[src/hw/rtl/itoa_pkg.sv]
// Shared types, constants and helpers for the integer to ASCII converter.
package itoa_pkg;

  localparam int DEFAULT_VALUE_WIDTH = 32;

  localparam int BASE_W        = 5;
  localparam int DIGIT_W       = 4;
  localparam int CHAR_W        = 8;
  localparam int LEN_W         = 6;
  localparam int OUT_TDATA_W   = 16;
  localparam int STEP_BITS     = 8;

  localparam logic [BASE_W-1:0] BASE_MIN   = 5'd2;
  localparam logic [BASE_W-1:0] BASE_MAX   = 5'd16;
  localparam logic [BASE_W-1:0] BASE_RESET = 5'd10;

  localparam logic [CHAR_W-1:0] CH_ZERO  = 8'h30;
  localparam logic [CHAR_W-1:0] CH_UPPER_A = 8'h41;
  localparam logic [CHAR_W-1:0] CH_MINUS = 8'h2D;
  localparam logic [CHAR_W-1:0] CH_NUL   = 8'h00;

  localparam logic [DIGIT_W-1:0] DIGIT_TEN = 4'd10;

  typedef struct packed {
    logic              err;
    logic              neg;
    logic [BASE_W-1:0] base;
  } itoa_cls_t;

  function automatic logic [CHAR_W-1:0] digit_char(input logic [DIGIT_W-1:0] d);
    logic [CHAR_W-1:0] c;
    if (d < DIGIT_TEN) begin
      c = CH_ZERO + CHAR_W'(d);
    end else begin
      c = CH_UPPER_A + CHAR_W'(d - DIGIT_TEN);
    end
    return c;
  endfunction

endpackage

[src/hw/rtl/itoa_front.sv]
// Front end: base register, input acceptance and sign/magnitude classification.
module itoa_front #(
  parameter int VALUE_WIDTH = itoa_pkg::DEFAULT_VALUE_WIDTH
) (
  input  logic                           clk,
  input  logic                           rst_n,
  input  logic                           cfg_wr_en,
  input  logic [itoa_pkg::BASE_W-1:0]    cfg_wr_data,
  input  logic                           in_tvalid,
  output logic                           in_tready,
  input  logic [VALUE_WIDTH-1:0]         in_value,
  output logic                           push,
  input  logic                           q_full,
  output logic [VALUE_WIDTH-1:0]         push_mag,
  output itoa_pkg::itoa_cls_t            push_cls
);

  logic [itoa_pkg::BASE_W-1:0] base_r;

  always_ff @(posedge clk) begin
    if (!rst_n) begin
      base_r <= itoa_pkg::BASE_RESET;
    end else if (cfg_wr_en) begin
      base_r <= cfg_wr_data;
    end
  end

  assign in_tready = !q_full;
  assign push      = in_tvalid && !q_full;

  always_comb begin
    push_cls.base = base_r;
    push_cls.err  = (base_r < itoa_pkg::BASE_MIN) || (base_r > itoa_pkg::BASE_MAX);
    push_cls.neg  = in_value[VALUE_WIDTH-1];
    push_mag      = push_cls.neg ? (~in_value + VALUE_WIDTH'(1)) : in_value;
  end

endmodule

[src/hw/rtl/itoa_fifo.sv]
// Two-entry queue between the front end and the converter.
module itoa_fifo #(
  parameter int DATA_W = 8
) (
  input  logic              clk,
  input  logic              rst_n,
  input  logic              wr_en,
  input  logic [DATA_W-1:0] wr_data,
  output logic              full,
  input  logic              rd_en,
  output logic              rd_valid,
  output logic [DATA_W-1:0] rd_data
);

  logic [DATA_W-1:0] mem_r [2];
  logic              wr_ptr_r;
  logic              rd_ptr_r;
  logic [1:0]        cnt_r;
  logic              do_wr;
  logic              do_rd;

  assign full     = (cnt_r == 2'd2);
  assign rd_valid = (cnt_r != 2'd0);
  assign rd_data  = mem_r[rd_ptr_r];
  assign do_wr    = wr_en && !full;
  assign do_rd    = rd_en && rd_valid;

  always_ff @(posedge clk) begin
    if (do_wr) begin
      mem_r[wr_ptr_r] <= wr_data;
    end
  end

  always_ff @(posedge clk) begin
    if (!rst_n) begin
      wr_ptr_r <= 1'b0;
      rd_ptr_r <= 1'b0;
      cnt_r    <= 2'd0;
    end else begin
      if (do_wr) begin
        wr_ptr_r <= !wr_ptr_r;
      end
      if (do_rd) begin
        rd_ptr_r <= !rd_ptr_r;
      end
      if (do_wr && !do_rd) begin
        cnt_r <= cnt_r + 2'd1;
      end else if (do_rd && !do_wr) begin
        cnt_r <= cnt_r - 2'd1;
      end
    end
  end

endmodule

[src/hw/rtl/itoa_back.sv]
// Back end: chunked restoring divide by the base, digit stack and text output.
module itoa_back #(
  parameter int VALUE_WIDTH = itoa_pkg::DEFAULT_VALUE_WIDTH
) (
  input  logic                                 clk,
  input  logic                                 rst_n,
  input  logic                                 q_valid,
  output logic                                 q_pop,
  input  logic [VALUE_WIDTH-1:0]               q_mag,
  input  itoa_pkg::itoa_cls_t                  q_cls,
  output logic                                 out_tvalid,
  input  logic                                 out_tready,
  output logic [itoa_pkg::OUT_TDATA_W-1:0]     out_tdata,
  output logic                                 out_tlast,
  output logic                                 out_tuser
);

  localparam int SB     = itoa_pkg::STEP_BITS;
  localparam int NCHUNK = (VALUE_WIDTH + SB - 1) / SB;
  localparam int PADW   = NCHUNK * SB;
  localparam int CW     = $clog2(VALUE_WIDTH + 1);
  localparam int KW     = $clog2(NCHUNK + 1);
  localparam int DW     = itoa_pkg::DIGIT_W;

  typedef enum logic [2:0] {
    S_IDLE,
    S_DIV,
    S_SIGN,
    S_DIGIT,
    S_TERM,
    S_ERR
  } state_t;

  state_t                             state_r;
  logic [PADW-1:0]                    work_r;
  logic [DW-1:0]                      rem_r;
  logic [KW-1:0]                      chunk_r;
  logic [CW-1:0]                      count_r;
  logic [CW-1:0]                      left_r;
  logic                               neg_r;
  logic [itoa_pkg::BASE_W-1:0]        base_r;
  logic [DW-1:0]                      dig_r [VALUE_WIDTH];
  logic                               out_valid_r;
  logic [itoa_pkg::CHAR_W-1:0]        out_char_r;
  logic [itoa_pkg::LEN_W-1:0]         out_len_r;
  logic                               out_last_r;
  logic                               out_err_r;

  logic [PADW-1:0]                    work_nxt;
  logic [DW-1:0]                      rem_nxt;
  logic [SB-1:0]                      q_bits;
  logic                               out_free;
  logic                               emit;
  logic [CW:0]                        len_sum;

  always_comb begin
    logic [DW-1:0]                 r;
    logic [itoa_pkg::BASE_W-1:0]   t;
    r      = rem_r;
    q_bits = '0;
    for (int i = 0; i < SB; i++) begin
      t = {r, work_r[PADW-1-i]};
      if (t >= base_r) begin
        q_bits[SB-1-i] = 1'b1;
        t              = t - base_r;
      end
      r = t[DW-1:0];
    end
    rem_nxt  = r;
    work_nxt = (work_r << SB) | PADW'(q_bits);
  end

  assign q_pop    = (state_r == S_IDLE) && q_valid;
  assign out_free = !out_valid_r || out_tready;
  assign emit     = out_free && ((state_r == S_SIGN) || (state_r == S_DIGIT) ||
                                 (state_r == S_TERM) || (state_r == S_ERR));
  assign len_sum  = (CW+1)'(neg_r) + (CW+1)'(count_r) + (CW+1)'(1);

  always_ff @(posedge clk) begin
    if (!rst_n) begin
      state_r     <= S_IDLE;
      out_valid_r <= 1'b0;
    end else begin
      if (emit) begin
        out_valid_r <= 1'b1;
      end else if (out_tready) begin
        out_valid_r <= 1'b0;
      end
      unique case (state_r)
        S_IDLE: begin
          if (q_valid) begin
            work_r  <= PADW'(q_mag);
            rem_r   <= '0;
            chunk_r <= '0;
            count_r <= '0;
            neg_r   <= q_cls.neg;
            base_r  <= q_cls.base;
            state_r <= q_cls.err ? S_ERR : S_DIV;
          end
        end
        S_DIV: begin
          work_r <= work_nxt;
          if (chunk_r == KW'(NCHUNK - 1)) begin
            chunk_r <= '0;
            rem_r   <= '0;
            count_r <= count_r + CW'(1);
            left_r  <= count_r + CW'(1);
            dig_r[0] <= rem_nxt;
            for (int k = 1; k < VALUE_WIDTH; k++) begin
              dig_r[k] <= dig_r[k-1];
            end
            if ((work_nxt == '0) || (count_r == CW'(VALUE_WIDTH - 1))) begin
              state_r <= neg_r ? S_SIGN : S_DIGIT;
            end
          end else begin
            chunk_r <= chunk_r + KW'(1);
            rem_r   <= rem_nxt;
          end
        end
        S_SIGN: begin
          if (out_free) begin
            out_char_r  <= itoa_pkg::CH_MINUS;
            out_len_r   <= '0;
            out_last_r  <= 1'b0;
            out_err_r   <= 1'b0;
            state_r     <= S_DIGIT;
          end
        end
        S_DIGIT: begin
          if (out_free) begin
            out_char_r  <= itoa_pkg::digit_char(dig_r[0]);
            out_len_r   <= '0;
            out_last_r  <= 1'b0;
            out_err_r   <= 1'b0;
            for (int k = 0; k < VALUE_WIDTH - 1; k++) begin
              dig_r[k] <= dig_r[k+1];
            end
            left_r <= left_r - CW'(1);
            if (left_r == CW'(1)) begin
              state_r <= S_TERM;
            end
          end
        end
        S_TERM: begin
          if (out_free) begin
            out_char_r  <= itoa_pkg::CH_NUL;
            out_len_r   <= itoa_pkg::LEN_W'(len_sum);
            out_last_r  <= 1'b1;
            out_err_r   <= 1'b0;
            state_r     <= S_IDLE;
          end
        end
        S_ERR: begin
          if (out_free) begin
            out_char_r  <= itoa_pkg::CH_NUL;
            out_len_r   <= '0;
            out_last_r  <= 1'b1;
            out_err_r   <= 1'b1;
            state_r     <= S_IDLE;
          end
        end
        default: begin
          state_r <= S_IDLE;
        end
      endcase
    end
  end

  assign out_tvalid = out_valid_r;
  assign out_tdata  = {2'b00, out_len_r, out_char_r};
  assign out_tlast  = out_last_r;
  assign out_tuser  = out_err_r;

endmodule

[src/hw/rtl/integer_to_ascii_radix.sv]
// Each digit comes from the 8-bit-per-cycle restoring divide loop over ceil(VALUE_WIDTH/8) chunks
// of the value (4 at 32 bits); then one character is sent per cycle while the receiver is ready.
// An invalid base gives one error transfer.
// Reset: synchronous active-low; clears control state and sets the base to 10.
// Top level: signed integer to ASCII text in a configurable base from 2 to 16.
module integer_to_ascii_radix #(
  parameter int VALUE_WIDTH = itoa_pkg::DEFAULT_VALUE_WIDTH
) (
  input  logic                                  clk,
  input  logic                                  rst_n,
  input  logic                                  cfg_wr_en,
  input  logic [itoa_pkg::BASE_W-1:0]           cfg_wr_data,  // number_base
  input  logic                                  in_tvalid,
  output logic                                  in_tready,
  input  logic [((VALUE_WIDTH+7)/8)*8-1:0]      in_tdata,     // value
  output logic                                  out_tvalid,
  input  logic                                  out_tready,
  output logic [itoa_pkg::OUT_TDATA_W-1:0]      out_tdata,    // character, text_length
  output logic                                  out_tlast,    // last
  output logic                                  out_tuser     // base_error
);

  localparam int QW = VALUE_WIDTH + $bits(itoa_pkg::itoa_cls_t);

  logic                         push;
  logic                         q_full;
  logic [VALUE_WIDTH-1:0]       push_mag;
  itoa_pkg::itoa_cls_t          push_cls;
  logic                         q_valid;
  logic                         q_pop;
  logic [QW-1:0]                q_data;
  logic [VALUE_WIDTH-1:0]       q_mag;
  itoa_pkg::itoa_cls_t          q_cls;

  itoa_front #(.VALUE_WIDTH(VALUE_WIDTH)) u_front (
    .clk         (clk),
    .rst_n       (rst_n),
    .cfg_wr_en   (cfg_wr_en),
    .cfg_wr_data (cfg_wr_data),
    .in_tvalid   (in_tvalid),
    .in_tready   (in_tready),
    .in_value    (in_tdata[VALUE_WIDTH-1:0]),
    .push        (push),
    .q_full      (q_full),
    .push_mag    (push_mag),
    .push_cls    (push_cls)
  );

  itoa_fifo #(.DATA_W(QW)) u_fifo (
    .clk      (clk),
    .rst_n    (rst_n),
    .wr_en    (push),
    .wr_data  ({push_cls, push_mag}),
    .full     (q_full),
    .rd_en    (q_pop),
    .rd_valid (q_valid),
    .rd_data  (q_data)
  );

  assign q_mag = q_data[VALUE_WIDTH-1:0];
  assign q_cls = q_data[QW-1:VALUE_WIDTH];

  itoa_back #(.VALUE_WIDTH(VALUE_WIDTH)) u_back (
    .clk        (clk),
    .rst_n      (rst_n),
    .q_valid    (q_valid),
    .q_pop      (q_pop),
    .q_mag      (q_mag),
    .q_cls      (q_cls),
    .out_tvalid (out_tvalid),
    .out_tready (out_tready),
    .out_tdata  (out_tdata),
    .out_tlast  (out_tlast),
    .out_tuser  (out_tuser)
  );

  a_err_is_last: assert property (@(posedge clk) disable iff (!rst_n)
    out_tvalid && out_tuser |-> out_tlast)
    else $error("error transfer without tlast");

  a_nul_only_last: assert property (@(posedge clk) disable iff (!rst_n)
    out_tvalid && (out_tdata[7:0] == itoa_pkg::CH_NUL) |-> out_tlast)
    else $error("NUL character before end of text");

  a_len_only_last: assert property (@(posedge clk) disable iff (!rst_n)
    out_tvalid && !out_tlast |-> (out_tdata[13:8] == '0))
    else $error("nonzero length on a non-final transfer");

  a_last_is_nul: assert property (@(posedge clk) disable iff (!rst_n)
    out_tvalid && out_tlast |-> (out_tdata[7:0] == itoa_pkg::CH_NUL))
    else $error("final transfer is not a terminator");

endmodule

[config.mk]
export PLATFORM = sky130hd
export DESIGN_NAME = integer_to_ascii_radix
export DESIGN_NICKNAME = d
export VERILOG_FILES = /design/src/hw/rtl/itoa_pkg.sv /design/src/hw/rtl/itoa_front.sv /design/src/hw/rtl/itoa_fifo.sv /design/src/hw/rtl/itoa_back.sv /design/src/hw/rtl/integer_to_ascii_radix.sv
export SDC_FILE = /design/constraint.sdc
export NUM_CORES = 1
export LEC_CHECK = 0
export ABC_AREA = 1
export BUFFER_PORTS_ARGS = -buffer_cell sky130_fd_sc_hd__buf_2
export CAP_MARGIN = 20
export CORE_ASPECT_RATIO = 2
export CORE_MARGIN = 2
export CORE_UTILIZATION = 52
export CTS_CLUSTER_DIAMETER = 60
export DETAILED_ROUTE_END_ITERATION = 12
export GPL_ROUTABILITY_DRIVEN = 0
export PLACE_DENSITY_LB_ADDON = 0.12
export SLEW_MARGIN = 10
export SYNTH_ARGS = -nofsm -noshare
export SYNTH_HDL_FRONTEND = slang
export SYNTH_SLANG_ARGS = --single-unit
[constraint.sdc]
create_clock -name clk -period 13.44 [get_ports clk]
set_clock_uncertainty 0.05 [all_clocks]
set_input_delay 2.016 -clock clk [delete_from_list [all_inputs] [get_ports clk]]
set_output_delay 2.016 -clock clk [all_outputs]
set_load 0.03 [all_outputs]
==> results of run 1 <==
-- final cells by class --
type                    count  area, µm²
flip-flops and latches    292       8630
well taps                 356        445
clock buffers              28        679
fillers                  2467      11800
inverters                 207        777
multi-input cells        1004       5290
repair buffers             69        370
clock inverters            19        236
-- metal layers --
layer  vias up  share of wire
met5         -              0
met4         0          0.036
met3        70          0.032
met2       169           0.54
met1      4937           0.40
li1       5203              -
-- flip-flops by register name (all words and copies together) (netlist names), 2 cells and up, named ones only --
signal,cells
u_back.base_r,5
u_back.chunk_r,3
u_back.count_r,6
u_back.dig_r,128
u_back.left_r,6
u_back.out_char_r,7
u_back.out_len_r,6
u_back.rem_r,4
u_back.state_r,3
u_back.work_r,32
u_fifo.cnt_r,2
u_fifo.mem_r,78
u_front.base_r,5
-- worst register-to-register path: cells and delay by family (launching register included) --
family / cells / cell delay (ns)
mux: 1 / 0.43
buf+inv: 12 / 1.21
compound gates: 6 / 1.32
fa+ha+maj: 8 / 2.49
flops: 1 / 0.62
simple gates: 39 / 4.90
-- worst max path at each step --
stage                               endpoint              from  cells past startpoint
after global placement    u_back.dig_r[0][1]  u_back.base_r[1]                     68
final                     u_back.dig_r[0][1]  u_back.base_r[1]                     66
after global routing       u_back.state_r[0]  u_back.base_r[1]                     69
after CTS                 u_back.dig_r[0][1]  u_back.base_r[1]                     66
after floorplan            u_back.state_r[0]  u_back.base_r[1]                     72
after detailed placement   u_back.state_r[0]  u_back.base_r[1]                     70
-- cell usage after synthesis (6+ instances only) --
| library cell | count | area share |
|---|---|---|
| nor3_1 | 11 | 0.0037 |
| ha_1 | 53 | 0.045 |
| nand3b_1 | 6 | 0.0030 |
| clkbuf_1 | 25 | 0.0063 |
| xor2_1 | 30 | 0.018 |
| nor2_1 | 97 | 0.024 |
| o21ai_1 | 19 | 0.0064 |
| o211ai_1 | 31 | 0.016 |
| o21ai_0 | 109 | 0.037 |
| dfxtp_1 | 14 | 0.019 |
| edfxtp_1 | 278 | 0.56 |
| mux2_2 | 7 | 0.0053 |
| a21oi_1 | 24 | 0.0081 |
| nand2_1 | 501 | 0.13 |
| fa_1 | 8 | 0.011 |
| buf_2 | 20 | 0.0067 |
| inv_1 | 202 | 0.051 |
| nand3_1 | 34 | 0.011 |
| xnor2_1 | 20 | 0.012 |
| nand4_1 | 10 | 0.0042 |
-- through the flow --
step                      setup WS, ns  cells  hold WS [ns]  area (µm²)   util
after floorplan                   4.18   1553         0.377       14900      -
after global placement            2.80   1927         0.396       15500  0.550
after detailed placement          2.27   1927         0.392       15500  0.550
after CTS                         2.21   1974         0.415       16400  0.582
after global routing             0.869   1975         0.421       16400  0.583
final                             2.13   1975         0.410       16400  0.583
-- kinds of logic after synthesis --
group           Yosys count
compound gates          198
simple gates            682
flops                   292
xor+xnor                 50
mux                      10
fa+ha+maj                61
buf+inv                 257
other cells               1
==> impl_results.md, run 1 <==
- IO buf count: a little under 60
- Ports: between 60 and 70
- ANT cells: 0
- GRT Overall Usage: 0.212
- 1st-pass router iterations: 5
- First-pass GRT wire length: just over 50000 µm
- Most common cell after layout, fill and taps aside: nand2_1
- # clock sinks: roughly 290
- FF+latch count, synth: between 200 and 300
- Compound-Gate Fraction of Synth Area: 0.0750
- Worst min path class: reg2reg
- CTS Buf Count: 27
- Slew Viols, Final: 0
- Final number of setup-violating endpoints: 0
- Reg-to-reg startpoint: u_back.base_r[1]
- Synth Cell Area: around 15000 µm²
- Core region area: approximately 28000 µm²
- Average routed wire per standard cell: 15.8 µm
- Initial drt markers: 708
- Critical Path Slowest Stage Cell: edfxtp_1
- Critical path startpoint category: register
- Max-Cap Viols: 0
- Via/cell ratio: around 5.3
- Met1 Use GR: 0.247
- Post-synth cell types: 40
- Final setup TNS: 0 ns
- Initial core utilization: 0.528
- M2 GR Usage: 0.390
- P&R area growth vs syn: 10.4%
- Die Wd: about 120 µm
- Max_slew headroom: 0.318
- Crit. End Element: register
- Critical path class: reg2reg
- Synth warnings: 0
- CP Buf/Inv Count: 12
- Synth Area in XOR/XNOR: 0.0294
- Commonest register cell after synthesis: edfxtp_1
- Post-cts sizing count: 0
- CP max stage delay: approximately 0.62 ns
- Final Hold Fails: 0
- DPL Wire Length: 22200 µm
- Post-synthesis adder-cell area fraction: 0.0553
- Worst Hold End: u_back.dig_r[15][7]
- GRT met3 Usage: 0.0229
- Vias: approximately 10000
- FMAX: 88.4 MHz
- Later-pin clock latency in the skew report: 0.55 ns
- Hold_sp: u_back.dig_r[15][3]
- Avg Inst Size Synth: about 9.6 µm²
- Clock tree buffer depth: 3
- Remaining DRCs: 0
- Worst-path clk slew: roughly 0.07 ns
- Mux share of post-synthesis cell area: 0.00731
- Final antenna-violating net count: 0
- Async SR Flop Fraction: 0
- Crit-path most repeated cell: nand2_1
- Largest family of logic cells by synthesized area: simple AND/OR/NAND/NOR gates
- Grt peak-use layer: met2
- Worst reg2reg path depth: 66
- CTS tree: done
- Die Y: ~240 µm
- Commonest cells after routing, fill and taps aside: nand2_1, edfxtp_1, inv_1, o21ai_0, nor2_1
- Crit share post-route: 0.841
- Unrepaired setup endpoints after global routing: no
- Post-Synthesis Cells: 1551
- Depth of the worst hold-timing path: 0
- Die area: between 30000 and 40000 µm²
- Post-CTS setup buffer count: 0
- Hold-fix buffers at CTS: 0
- Worst EP required: around 14 ns
- Nets@finish: about 1700
- Layout cells sized above 1: 0.0908
- Final critical-path required period: between 10 and 15 ns
- Capturing point of the worst reg2reg path: u_back.dig_r[0][1]
- Setup slack, reg-to-reg: ~2.1 ns
- DRT Wirelength: around 31000 µm
- Root Driver: clkbuf_16
- Slew @ Worst Pin: about 1 ns
- Worst path arrival time: ~12 ns
- Seq/Total Area, Yosys: 0.580
- Post-Synth Simple-Gate Area: 0.185
- Antenna violations before repair: 0
- Row count: between 80 and 90
- Outcome: complete, no violations
- H-tree depth: 1
- Grt ovf: 0
- Number of global-route vias before repair: slightly above 10000
- CP top delay family: simple AND/OR/NAND/NOR gates
- Number of enable flip-flop cells after synthesis: roughly 280
- Largest net degree at the start of global routing: 79
- Crit Path Max Fanout: 10
Power of run 1 is left out: the tool's default activity adds up to more than one toggle a clock period on the data nets, which glitch-free logic cannot reach.
==> inputs of run 2 (changes only) <==
--- a/config.mk
+++ b/config.mk
@@ -5,7 +5,7 @@
 export SDC_FILE = /design/constraint.sdc
 export NUM_CORES = 1
 export LEC_CHECK = 0
-export ABC_AREA = 1
+export ABC_AREA = 0
 export BUFFER_PORTS_ARGS = -buffer_cell sky130_fd_sc_hd__buf_2
 export CAP_MARGIN = 20
 export CORE_ASPECT_RATIO = 2
==> constraint.sdc (replaced) <==
create_clock -name clk -period 9.8 [get_ports clk]
set_clock_uncertainty 0.05 [all_clocks]
set_input_delay 1.47 -clock clk [delete_from_list [all_inputs] [get_ports clk]]
set_output_delay 1.47 -clock clk [all_outputs]
set_load 0.03 [all_outputs]
==> impl_results.md, run 2 <==
- Crit-path most repeated cell: ha_1
- Critical path class: reg2reg
- Worst min path class: reg2reg
- FF+latch count, synth: between 200 and 300
- M2 GR Usage: 0.294
- ANT cells: 0
- Antenna violations before repair: 0
- Average routed wire per standard cell: 16.9 µm
- Root Driver: clkbuf_16
- Commonest cells after routing, fill and taps aside: edfxtp_1, mux2_2, nand2_1, buf_2, nor2_1
- Async SR Flop Fraction: 0
- Row count: 86
- Hold_sp: u_back.dig_r[15][3]
- Post-synth top area cell: edfxtp_1
- Max reg flops: roughly 130
- CTS Buf Count: 26
- CTS tree: done
- H-tree depth: 1
- Grt peak-use layer: met2
- Grt ovf: 0
- Met1 Use GR: 0.254
- IO buf count: between 50 and 60
- Later-pin clock latency in the skew report: between 0.5 and 0.6 ns
- P&R area growth vs syn: 16.4%
- Worst EP required: 10.03 ns
- Slew @ Worst Pin: 0.885 ns
- Worst reg2reg path depth: 45
- Critical path startpoint category: register
- Setup slack, reg-to-reg: between 0.2 and 0.3 ns
- Critical Path Slowest Stage Cell: edfxtp_1
- Remaining DRCs: 0
- Final critical-path required period: 9.55 ns
- Most common cell after layout, fill and taps aside: edfxtp_1
- Via/cell ratio: about 5.5
- Top post-synthesis cells by area: edfxtp_1, mux2_2, ha_1
- Synth Cell Area: about 14000 µm²
- Worst Hold End: u_back.dig_r[15][7]
- Post-synth top area share: 0.582
- GRT met3 Usage: 0.0191
- Max_slew headroom: 0.410
- DRT Wirelength: between 20000 and 30000 µm
- GRT Overall Usage: 0.180
- Outcome: complete, no violations
- Cell with the most instances after synthesis: edfxtp_1
- Post-Synthesis Cells: around 1100
- Final Hold Fails: 0
- Vias: 8335
- Synth warnings: 0
- Number of global-route vias before repair: roughly 8500
- Most flop-heavy register: u_back.dig_r
- Worst path arrival time: approximately 10 ns
- Ports: 62
- Core region area: ~27000 µm²
- Share of the core filled with cells: 0.611
- Crit share post-route: 0.974
- Worst-path clk slew: approximately 0.07 ns
- Crit Path Max Fanout: 8
- Depth of the worst hold-timing path: 0
- Clock tree buffer depth: 3
- 1st-pass router iterations: 4
- Largest net degree at the start of global routing: 74
- Post-synth cell types: between 50 and 60
- FMAX: between 100 and 150 MHz
- DPL Wire Length: about 17000 µm
- Final number of setup-violating endpoints: 0
- Crit. End Element: register
- Slew Viols, Final: 0
- Worst setup path startpoint: u_back.base_r[0]
- Hold-fix buffers at CTS: 0
- Die area: 29000 µm²
- Die Wd: ~120 µm
- Final antenna-violating net count: 0
- Commonest register cell after synthesis: edfxtp_1
- Die Y: 239 µm
- Max-Cap Viols: 0
- Seq/Total Area, Yosys: 0.602
- # clock sinks: just under 300
- First-pass GRT wire length: roughly 42000 µm
- CP max stage delay: between 0.3 and 0.4 ns
- Reg-to-reg startpoint: u_back.base_r[0]
- Initial drt markers: 480
- Layout cells sized above 1: 0.313
- Nets@finish: approximately 1300
- Capturing point of the worst reg2reg path: u_back.dig_r[0][2]
- Commonest cells in the netlist: edfxtp_1, mux2_2, nand2_1
- Number of enable flip-flop cells after synthesis: between 200 and 300
- Avg Inst Size Synth: roughly 14 µm²
- Initial core utilization: 0.525
- Top flop regs: u_back.dig_r (128), u_fifo.mem_r (78), u_back.work_r (32)
- Fin Hold WS: ~0.4 ns
-- run 2: cell types whose count changed after synthesis, moves of 19 or more --
cell | before | now
a21oi_1 | 24 | 43
buf_2 | 20 | 0
inv_1 | 202 | 45
mux2_2 | 7 | 137
mux2i_1 | 3 | 45
nand2_1 | 501 | 74
nand3_1 | 34 | 12
nor2_1 | 97 | 59
o211ai_1 | 31 | 6
o21ai_0 | 109 | 51
xnor2_1 | 20 | 46
-- run 2: layout make-up --
| type | count | area (µm²) |
|---|---|---|
| Multi-Input combinational cell | 680 | 5850 |
| Sequential cell | 292 | 8630 |
| Timing Repair Buffer | 112 | 714 |
| Clock buffer | 32 | 724 |
| Clock inverter | 16 | 176 |
| Tap cell | 352 | 440 |
| Fill cell | 2161 | 10600 |
| Inverter | 45 | 171 |
-- run 2: kinds of logic after synthesis --
kind of cell / synth area share
DFF: 0.602
and+or+nand+nor: 0.0725
muxes: 0.139
AOI/OAI and AO/OA: 0.0654
buffers and inverters: 0.0249
xor gates and xnor gates: 0.0391
adders and majority gates: 0.0574
other: 0.000261
-- run 2: worst max-delay path: cells and delay by family (launching register included) --
family	cells	cell delay, ns
adders and majority gates	8	2.41
muxes	5	1.56
buffers and inverters	5	0.72
DFF	1	0.39
AOI/OAI and AO/OA	21	3.36
and+or+nand+nor	6	0.78
-- run 2: how the worst max path moves through the flow --
stage | to | slack (ns) | cells after the start
2_1_floorplan | u_back.state_r[0] | 0.01 | 41
3_3_place_gp | u_back.dig_r[0][3] | -0.06 | 43
3_5_place_dp | u_back.dig_r[0][3] | -0.48 | 43
4_1_cts | u_back.dig_r[0][2] | 0.03 | 43
5_1_grt | u_back.dig_r[0][2] | -0.19 | 46
6_report | u_back.dig_r[0][2] | 0.25 | 45
-- run 2: layer usage --
metal  part of all wire  up-vias  routed length, µm
met3              0.033       43                853
li1                   -     4134                  -
met1               0.46     4032              11900
met5                  0        -                  0
met4              0.026        0                679
met2               0.48      126              12500
-- run 2: through the flow --
stage / area, µm² / setup WS [ns] / setup TNS [ns] / instances
after CTS: 16200 / 0.0290 / 0 / 1513
after global placement: 15200 / -0.0556 / -0.304 / 1457
after global routing: 16700 / -0.189 / -1.52 / 1529
after detailed placement: 15200 / -0.483 / -4.90 / 1457
final: 16700 / 0.253 / 0 / 1529
after floorplan: 14400 / 0.0132 / 0 / 1062
-- run 2: timing repair --
action                                  4_1_cts  5_1_grt
gates resized for setup                      16       65
buffers inserted                              8       16
endpoints found under the setup margin       12       12
gates cloned                                  0        0
pin swaps                                     7       33
Power of run 2 is left out for the same reason.
==> inputs of run 3 (changes only) <==
--- a/config.mk
+++ b/config.mk
@@ -14,7 +14,7 @@
 export CTS_CLUSTER_DIAMETER = 60
 export DETAILED_ROUTE_END_ITERATION = 12
 export GPL_ROUTABILITY_DRIVEN = 0
-export PLACE_DENSITY_LB_ADDON = 0.12
+export PLACE_DENSITY = 0.72
 export SLEW_MARGIN = 10
 export SYNTH_ARGS = -nofsm -noshare
 export SYNTH_HDL_FRONTEND = slang
==> constraint.sdc (replaced) <==
create_clock -name clk -period 9.8 [get_ports clk]
set_clock_uncertainty 0.05 [all_clocks]
set_input_delay 0.98 -clock clk [delete_from_list [all_inputs] [get_ports clk]]
set_output_delay 0.98 -clock clk [all_outputs]
set_load 0.03 [all_outputs]
==> impl_results.md, run 3 (synthesized netlist as in run 2, its figures left out) <==
- DRT Wirelength: between 20000 and 30000 µm
- Vias: around 8600
- Largest net degree at the start of global routing: 95
- Crit Path Max Fanout: 6
- CP max stage delay: between 0.3 and 0.4 ns
- Critical Path Slowest Stage Cell: edfxtp_1
- CTS tree: done
- Remaining DRCs: 0
- Max_slew headroom: 0.331
- Met1 Use GR: 0.247
- Reg-to-reg startpoint: u_back.rem_r[2]
- Depth of the worst hold-timing path: 0
- Crit-path most repeated cell: buf_4
- P&R area growth vs syn: 17.5%
- First-pass GRT wire length: 41700 µm
- Worst min path class: reg2reg
- Ports: 62
- Slew Viols, Final: 0
- Grt peak-use layer: met2
- Unrepaired setup endpoints after global routing: yes
- Commonest cells after routing, fill and taps aside: edfxtp_1, mux2_2, nand2_1, buf_4, buf_2
- Hold-fix buffers at CTS: 0
- ANT cells: 0
- CTS Buf Count: 26
- Nets@finish: approximately 1300
- Most flop-heavy register: u_back.dig_r
- Final critical-path required period: ~9.7 ns
- H-tree depth: 1
- Initial core utilization: 0.525
- GRT Overall Usage: 0.178
- Die Y: roughly 240 µm
- Average routed wire per standard cell: ~17 µm
- Worst reg2reg path depth: between 40 and 50
- # clock sinks: just under 300
- DP Area: 15200 µm²
- Worst path arrival time: ~9.9 ns
- Setup slack, reg-to-reg: 0.14 ns
- Slew @ Worst Pin: between 1 and 1.5 ns
- GRT met3 Usage: 0.0234
- Outcome: complete, no violations
- Crit. End Element: register
- Design Area, Final: ~17000 µm²
- Worst Hold End: u_back.dig_r[15][7]
- Fill count: about 2100
- Sequential cell area: between 8000 and 9000 µm²
- Die area: ~29000 µm²
- M2 GR Usage: 0.293
- Initial drt markers: around 600
- Worst-path clk slew: approximately 0.07 ns
- Root Driver: clkbuf_16
- Die Wd: about 120 µm
- Later-pin clock latency in the skew report: ~0.54 ns
- Max reg flops: 128
- Final number of setup-violating endpoints: 0
- Most common cell after layout, fill and taps aside: edfxtp_1
- Multi-input logic area: ~5900 µm²
- Top flop regs: u_back.dig_r (128), u_fifo.mem_r (78), u_back.work_r (32)
- DPL Wire Length: 17000 µm
- Row count: between 80 and 90
- Grt ovf: 0
- Crit share post-route: 0.986
- Layout cells sized above 1: 0.321
- Max-Cap Viols: 0
- IO buf count: 58
- 1st-pass router iterations: 5
- Hold_sp: u_back.dig_r[15][3]
- Clock tree buffer depth: 3
- Core region area: between 20000 and 30000 µm²
- Antenna violations before repair: 0
- Via/cell ratio: 5.58
- Worst EP required: about 10 ns
- Capturing point of the worst reg2reg path: u_back.rem_r[1]
- Critical path class: reg2reg
- Final antenna-violating net count: 0
- FMAX: between 100 and 150 MHz
- Final Hold Fails: 0
- Fin Hold WS: around 0.4 ns
- Number of global-route vias before repair: 8465
- Critical path startpoint category: register
## run 3: through the flow
stage                     setup TNS [ns]  std cells  worst slack (ns)   util
final                                  0       1549             0.138  0.617
after global routing               -2.22       1549            -0.235  0.617
after CTS                              0       1510           0.00108  0.589
after detailed placement           -5.43       1454            -0.531  0.556
after global placement           -0.0381       1453           -0.0331  0.555
after floorplan                        0       1062            0.0132      -
## run 3: worst max-delay path: cells and delay by family (launching register included)
| kind | cells | cell delay [ns] |
|---|---|---|
| compound gates | 16 | 3.11 |
| xor+xnor | 1 | 0.14 |
| fa+ha+maj | 8 | 2.00 |
| buf+inv | 12 | 1.47 |
| flops | 1 | 0.39 |
| mux | 6 | 1.74 |
| simple gates | 5 | 0.50 |
## run 3: timing repair
item	CTS	global route
setup endpoints to repair	12	12
gates resized for setup	13	81
endpoints found under the hold margin	0	0
pin swaps	8	43
buffers inserted	10	38
## run 3: area by class of cell
| class | instances | area share |
|---|---|---|
| clock buffers | 31 | 0.0410 |
| clock inverters | 15 | 0.00483 |
| inverters | 45 | 0.0103 |
| multi-input cells | 680 | 0.351 |
| flip-flops and latches | 292 | 0.512 |
| well taps | 352 | 0.0261 |
| repair buffers | 134 | 0.0546 |
## run 3: layer usage
metal / vias to the layer above / routed length, µm
met3: 44 / 908
met1: 4259 / 11700
li1: 4176 / -
met4: 0 / 537
met5: - / 0
met2: 161 / 13100
## run 3: worst max-delay path by stage
stage               cells after the start                 end         startpoint
finish                                 48     u_back.rem_r[1]    u_back.rem_r[2]
detailed placement                     45  u_back.dig_r[0][2]   u_back.base_r[0]
floorplan                              41   u_back.state_r[0]   u_back.base_r[1]
global placement                       44  u_back.dig_r[0][3]   u_back.base_r[0]
global route                           52  u_back.dig_r[0][2]  u_back.work_r[31]
CTS                                    41  u_back.dig_r[0][2]   u_back.base_r[0]
Power of run 3 is left out for the same reason.
